===== src/sv/dwt_pkg.sv =====
// Shared types and constants for the per-id dwell time table.
`timescale 1ns / 1ps

package dwt_pkg;

	localparam int unsigned DATA_W = 64;

	localparam logic [DATA_W-1:0] DWELL_MAX = {DATA_W{1'b1}};

	// request op codes
	localparam logic OP_UPDATE = 1'b0;
	localparam logic OP_QUERY  = 1'b1;

	// control of the shared add/subtract unit
	typedef struct packed {
		logic sub;
		logic carry_in;
	} alu_ctl_t;

endpackage


===== src/sv/dwt_alu.sv =====
// Shared 64-bit add/subtract unit with carry out, used for span and dwell sums.
`timescale 1ns / 1ps

module dwt_alu (
	input  dwt_pkg::alu_ctl_t              ctl,
	input  logic [dwt_pkg::DATA_W-1:0]     a,
	input  logic [dwt_pkg::DATA_W-1:0]     b,
	output logic [dwt_pkg::DATA_W-1:0]     result,
	output logic                           carry
);

	logic [dwt_pkg::DATA_W-1:0] b_op;
	logic [dwt_pkg::DATA_W:0]   sum;

	// subtract is a + ~b + 1; carry high then means a >= b
	assign b_op = ctl.sub ? ~b : b;
	assign sum  = {1'b0, a} + {1'b0, b_op} + {{dwt_pkg::DATA_W{1'b0}}, ctl.carry_in};

	assign result = sum[dwt_pkg::DATA_W-1:0];
	assign carry  = sum[dwt_pkg::DATA_W];

endmodule


===== config.mk =====
export PLATFORM = sky130hd
export DESIGN_NAME = dwt_alu
export DESIGN_NICKNAME = d
export VERILOG_FILES = /design/src/sv/dwt_pkg.sv /design/src/sv/dwt_alu.sv
export SDC_FILE = /design/constraint.sdc
export NUM_CORES = 1
export LEC_CHECK = 0
export ABC_AREA = 1
export BUFFER_PORTS_ARGS = -buffer_cell sky130_fd_sc_hd__buf_4
export CAP_MARGIN = 20
export CORE_MARGIN = 1.5
export CORE_UTILIZATION = 43
export DETAILED_ROUTE_END_ITERATION = 10
export GPL_TIMING_DRIVEN = 1
export PLACE_DENSITY = 0.76
export SLEW_MARGIN = 20
export SYNTH_ARGS = -nofsm -noshare
export SYNTH_HDL_FRONTEND = slang
export SYNTH_SLANG_ARGS = --single-unit

===== constraint.sdc =====
create_clock -name vclk -period 2.3
set_input_delay 0.115 -clock vclk [all_inputs]
set_output_delay 0.115 -clock vclk [all_outputs]
set_load 0.005 [all_outputs]

==> results of run 1 <==
==> what timing repair did <==
item,CTS,global route
hold buffers,0,0
gates cloned,3,7
setup buffers,9,42
pin swaps,35,174
endpoints found under the setup margin,45,52
resized for setup,81,415
==> cell usage in the layout, fill, tap and decap left out, types with 2 or more instances in the layout <==
| cell type | instances |
|---|---|
| clkbuf_16 | 6 |
| a21oi_1 | 11 |
| nand2_1 | 409 |
| buf_16 | 5 |
| fa_2 | 2 |
| nand2_2 | 181 |
| buf_4 | 327 |
| inv_2 | 31 |
| xor2_2 | 12 |
| nor2_4 | 32 |
| nor2_2 | 38 |
| nand3_4 | 7 |
| buf_12 | 2 |
| xor2_1 | 79 |
| nand3_1 | 34 |
| nand2_4 | 34 |
| a21oi_2 | 32 |
| nand3_2 | 11 |
| buf_6 | 18 |
| ha_4 | 13 |
| ha_1 | 42 |
| a21oi_4 | 3 |
| o21ai_0 | 3 |
| nand4_1 | 8 |
| ha_2 | 8 |
| inv_1 | 304 |
| nor3_2 | 9 |
| nor2_1 | 39 |
| nor3_1 | 3 |
| nor3_4 | 4 |
==> per-layer routing <==
metal  up-vias  global-route usage, %  wire (µm)
met5         -                      0          0
met4         0                   6.15       1130
met3        71                  0.633       2330
met2       461                   49.0      13500
met1      4287                   41.5      11900
li1       4706                      -          -
==> synthesized netlist by cell type, types with 2 or more instances <==
master	instances
a21oi_1	45
buf_2	7
clkinv_1	2
fa_1	2
ha_1	63
inv_1	331
inv_2	4
nand2_1	613
nand2_2	12
nand3_1	46
nand3_2	6
nand4_1	8
nor2_1	90
nor2_2	19
nor3_1	12
nor3_2	4
o21ai_0	4
o21bai_1	2
xnor2_1	3
xor2_1	92
==> power by group through the flow <==
stage | Combinational, mW | Clock [mW] | Sequential, mW
final | 4.66 | 0 | 0
after global routing | 4.98 | 0 | 0
after CTS | 3.67 | 0 | 0
after detailed placement | 3.48 | 0 | 0
after global placement | 3.46 | 0 | 0
after floorplan | 1.85 | 0 | 0
==> kinds of logic (layout without fill, tap and decap cells) <==
kind of cell / count (synthesis) / count (layout) / share of synthesized area (%)
compound gates: 53 / 53 / 4.22
xor+xnor: 95 / 95 / 12.7
fa+ha+maj: 65 / 65 / 12.6
buf+inv: 345 / 695 / 20.0
simple gates: 814 / 814 / 50.5
==> critical path: stages <==
cell     delay (ns)
buf_16         0.14
buf_12         0.15
xor2_1         0.19
ha_2           0.35
nand2_2        0.14
inv_1          0.05
nand2_1        0.07
nand2_1        0.10
nand2_1        0.12
nand2_2        0.11
a21oi_2        0.21
nand2_4        0.11
nand2_2        0.10
nand2_1        0.05
nand2_1        0.07
nand2_2        0.06
buf_6          0.11
==> cell type report <==
cell class / count / area, µm² / share of cell area, %
multi-input cells: 1027 / 6900 / 60.6
repair buffers: 358 / 2990 / 26.2
inverters: 337 / 1270 / 11.1
well taps: 184 / 230 / 2.02
==> worst paths after layout <==
check | from | to | slack [ns]
worst min-delay path | a[2] | result[2] | 0.69
worst max-delay path | ctl[1] | result[63] | -0.07
==> results.cfg, run 1 <==
[sta]
finalWorstSetupSlack_ns = -0.0745
grt_setup_unrepaired = true
period_minus_slack_ns = 2.37
worst_pin_slew_ns = 0.321
period_share_pct = 103
setup_viol = 19
report.final.slew_viol_count = 0
finalHoldViolations = 0
slew_headroom_pct = 78.5
holdWs_ns = 0.695
fin_setup_tns_ns = -0.515
clock.fmax_mhz = 421

[cells_and_area]
nNetsFinal = 1919
seq_cells = 0
drive_gt1_share_pct = 45.5
utilization_pct = 77.4
stdcell_count = 1906
antenna_cells = 0
final_area_um2 = 11400
syn_to_final_growth_pct = 73.7
fillers = 1062
clkbuf_count = 0
register_area_um2 = 0

[worst_setup_path]
path_class = in -> out
setup.worst_path.end_class = primary output
crit_arrival_ns = 2.26
start_kind = input pin
critPathRequiredTime_ns = 2.18
cp_max_fo = 7

[floorplanning]
core-area_um2 = 14700
row_count = 44
io_pins = 195
die_height_um = 126
die-area_um2 = 16000
start_util_pct = 44.6
die_x_um = 126

[power_and_ir_drop]
p_int_mw = 2.10
combPwrFrac_pct = 100.0
switching_share_pct = 54.9
p_clk_share_pct = 0
ir_drop_mv = 0.236
p_per_area_nw_per_um2 = 410
power_frac_seq_pct = 0
p_leak_nw = 6.80
finalPower_mw = 4.66
p_switching_mw = 2.56

[place]
placed_area_um2 = 9000
dpl.hpwl_um = 20600
gp_congestion = 1.00
preCtsSetupSlack_ns = -0.173
post-place-cells = 1845
portBuffers = 195

[synthesis]
syn_avg_cell_area_um2 = 4.77
synth_top_area_share_pct = 35.1
syn-cell-area_um2 = 6550
ys_seq_area_share_pct = 0
yosys-top-cells-area = nand2_1 (35%), inv_1 (19%), xor2_1 (12%), ha_1 (12%), nor2_1 (5.2%)
post-synth-top-area-cell = nand2_1
ys_warn_count = 0
syn_inst = 1372
synthesis.nets = 1567
synth.distinct_cells = 27

[grt]
gr-total-overflow = 0
grt_pass1_vias = 7929
grt_pass1_wl_um = 37900
antenna_found_initial = 0
track_usage_pct = 29.1
grt_max_degree = 19

[flow_run]
max-cap-violations = 0

[routing]
drcViolationCount = 0
drtIter0Drc = 746
first_pass_iters = 6
avgViaCountPerCell = 5.00
vias = 9525
antenna_left = 0
avgRoutedWirePerCell_um = 15.1
routed_wl_um = 28900

[outcome]
failed_checks = negative setup slack
outcome = finished with violations

[worst_hold_path]
hold_depth = 4
hp-class = in -> out
No activity file was read; power rests on OpenSTA's default activity.
==> run 2: changes to the inputs <==
--- a/config.mk
+++ b/config.mk
@@ -9,10 +9,10 @@
 export BUFFER_PORTS_ARGS = -buffer_cell sky130_fd_sc_hd__buf_4
 export CAP_MARGIN = 20
 export CORE_MARGIN = 1.5
-export CORE_UTILIZATION = 43
+export CORE_UTILIZATION = 50
 export DETAILED_ROUTE_END_ITERATION = 10
 export GPL_TIMING_DRIVEN = 1
-export PLACE_DENSITY = 0.76
+export PLACE_DENSITY = 0.86
 export SLEW_MARGIN = 20
 export SYNTH_ARGS = -nofsm -noshare
 export SYNTH_HDL_FRONTEND = slang
==> run 2 against run 1 <==
Net effect: the flow still finishes with violations (negative setup slack); design area shrank 3.4%; critical path type unchanged; worst hold slack gained 0.060 ns; wire length grew 5.4%.
==> results.cfg, run 2 (synthesis gave the netlist of run 1 again) <==
[power_and_ir_drop]
ir_drop_mv = 0.241
combPwrFrac_pct = 100.0
p_per_area_nw_per_um2 = 416
p_int_mw = 2.05
p_leak_nw = 6.68
power_frac_seq_pct = 0
p_switching_mw = 2.53
switching_share_pct = 55.3
p_clk_share_pct = 0

[flow_run]
max-cap-violations = 0

[floorplanning]
die_x_um = 117
core-area_um2 = 12700
io_pins = 195
start_util_pct = 51.5
row_count = 41
die-area_um2 = 13800
die_height_um = 117

[place]
placed_area_um2 = 9090
dpl.hpwl_um = 21100
post-place-cells = 1846
gp_congestion = 0.975
portBuffers = 195

[sta]
slew_headroom_pct = 75.9
grt_setup_unrepaired = true
setup_viol = 33
report.final.slew_viol_count = 0
worst_pin_slew_ns = 0.361
period_minus_slack_ns = 2.45
finalHoldViolations = 0
holdWs_ns = 0.754
clock.fmax_mhz = 408
finalWorstSetupSlack_ns = -0.150
period_share_pct = 107

[worst_setup_path]
cp_max_fo = 7
crit_arrival_ns = 2.34
start_kind = input pin
setup.worst_path.end_class = primary output
path_class = in -> out
critPathBufInv = 5
slowest_delay_ns = 0.35
critPathTopFamily = buffers and inverters
path_common_cell = nand2_1
cpMaxStageDelayCell = ha_1
path_cells = buf_16 > buf_12 > xor2_1 > ha_1 > nand2_1 > nand2_1 > nand2_1 > nand2_1 > inv_1 > nand2_2 > a21oi_4 > nand2_4 > buf_12 > xor2_1 > buf_4
critPathRequiredTime_ns = 2.18

[cells_and_area]
nNetsFinal = 1916
syn_to_final_growth_pct = 67.9
final_area_um2 = 11000
stdcell_count = 1891
layout_common_cells = nand2_1 (452), buf_4 (325), inv_1 (313)
clkbuf_count = 0
register_area_um2 = 0
drive_gt1_share_pct = 40.8
antenna_cells = 0
seq_cells = 0
layout_commonest_cell = nand2_1

[grt]
top_usage_layer = met2
grt_pass1_wl_um = 39300
grt_max_degree = 19
gr-total-overflow = 0
grt_pass1_vias = 8482
grt_use_met1_pct = 46.8
met3_usage_pct = 2.76
antenna_found_initial = 0
met2_usage_pct = 58.3
track_usage_pct = 34.5

[routing]
vias = 9959
antenna_left = 0
avgViaCountPerCell = 5.27
avgRoutedWirePerCell_um = 16.1
routed_wl_um = 30400
first_pass_iters = 8
drtIter0Drc = 1228
drcViolationCount = 0

[outcome]
failed_checks = negative setup slack
outcome = finished with violations

[cts]
cts_hold_buffers = 0

[worst_hold_path]
min_to = result[0]
hold_depth = 5
hp-class = in -> out
min_from = ctl[0]
-- run 2: how the worst max path moves through the flow --
stage | startpoint | end | slack [ns] | depth (start not counted)
finish | ctl[1] | result[30] | -0.15 | 15
CTS | ctl[1] | result[53] | -0.02 | 15
detailed placement | ctl[1] | result[57] | -0.28 | 16
floorplan | ctl[1] | carry | 0.007 | 15
global route | ctl[1] | result[30] | -0.19 | 15
global placement | ctl[1] | result[41] | -0.31 | 16
-- run 2: power by group through the flow --
stage | Clock (mW) | Combinational (mW) | Sequential [mW]
after floorplan | 0 | 1.85 | 0
final | 0 | 4.58 | 0
after detailed placement | 0 | 3.54 | 0
after CTS | 0 | 3.76 | 0
after global routing | 0 | 4.87 | 0
after global placement | 0 | 3.50 | 0
-- run 2: metal layers --
layer / vias to the layer above / share of wire [%]
met5: - / 0
met4: 0 / 6.1
li1: 4718 / -
met3: 170 / 9.5
met1: 4427 / 38
met2: 644 / 46
-- run 2: through the flow --
step	power, mW	setup TNS, ns	util (%)	setup slack [ns]
after floorplan	1.85	0	-	0.00667
after global placement	3.50	-5.05	71.5	-0.310
final	4.58	-1.99	86.4	-0.150
after detailed placement	3.54	-5.67	71.5	-0.279
after CTS	3.76	-0.0581	75.4	-0.0228
after global routing	4.87	-5.13	86.4	-0.188
-- run 2: layout make-up --
class	count	area (µm²)
Multi-Input combinational cell	1027	6560
Timing Repair Buffer	355	2950
Fill cell	785	1730
Inverter	337	1270
Tap cell	172	215
-- run 2: repair_timing --
action | 4_1_cts | 5_1_grt
pin swaps | 37 | 121
setup buffers | 8 | 29
gates cloned | 3 | 5
endpoints found under the setup margin | 49 | 51
resized for setup | 99 | 300
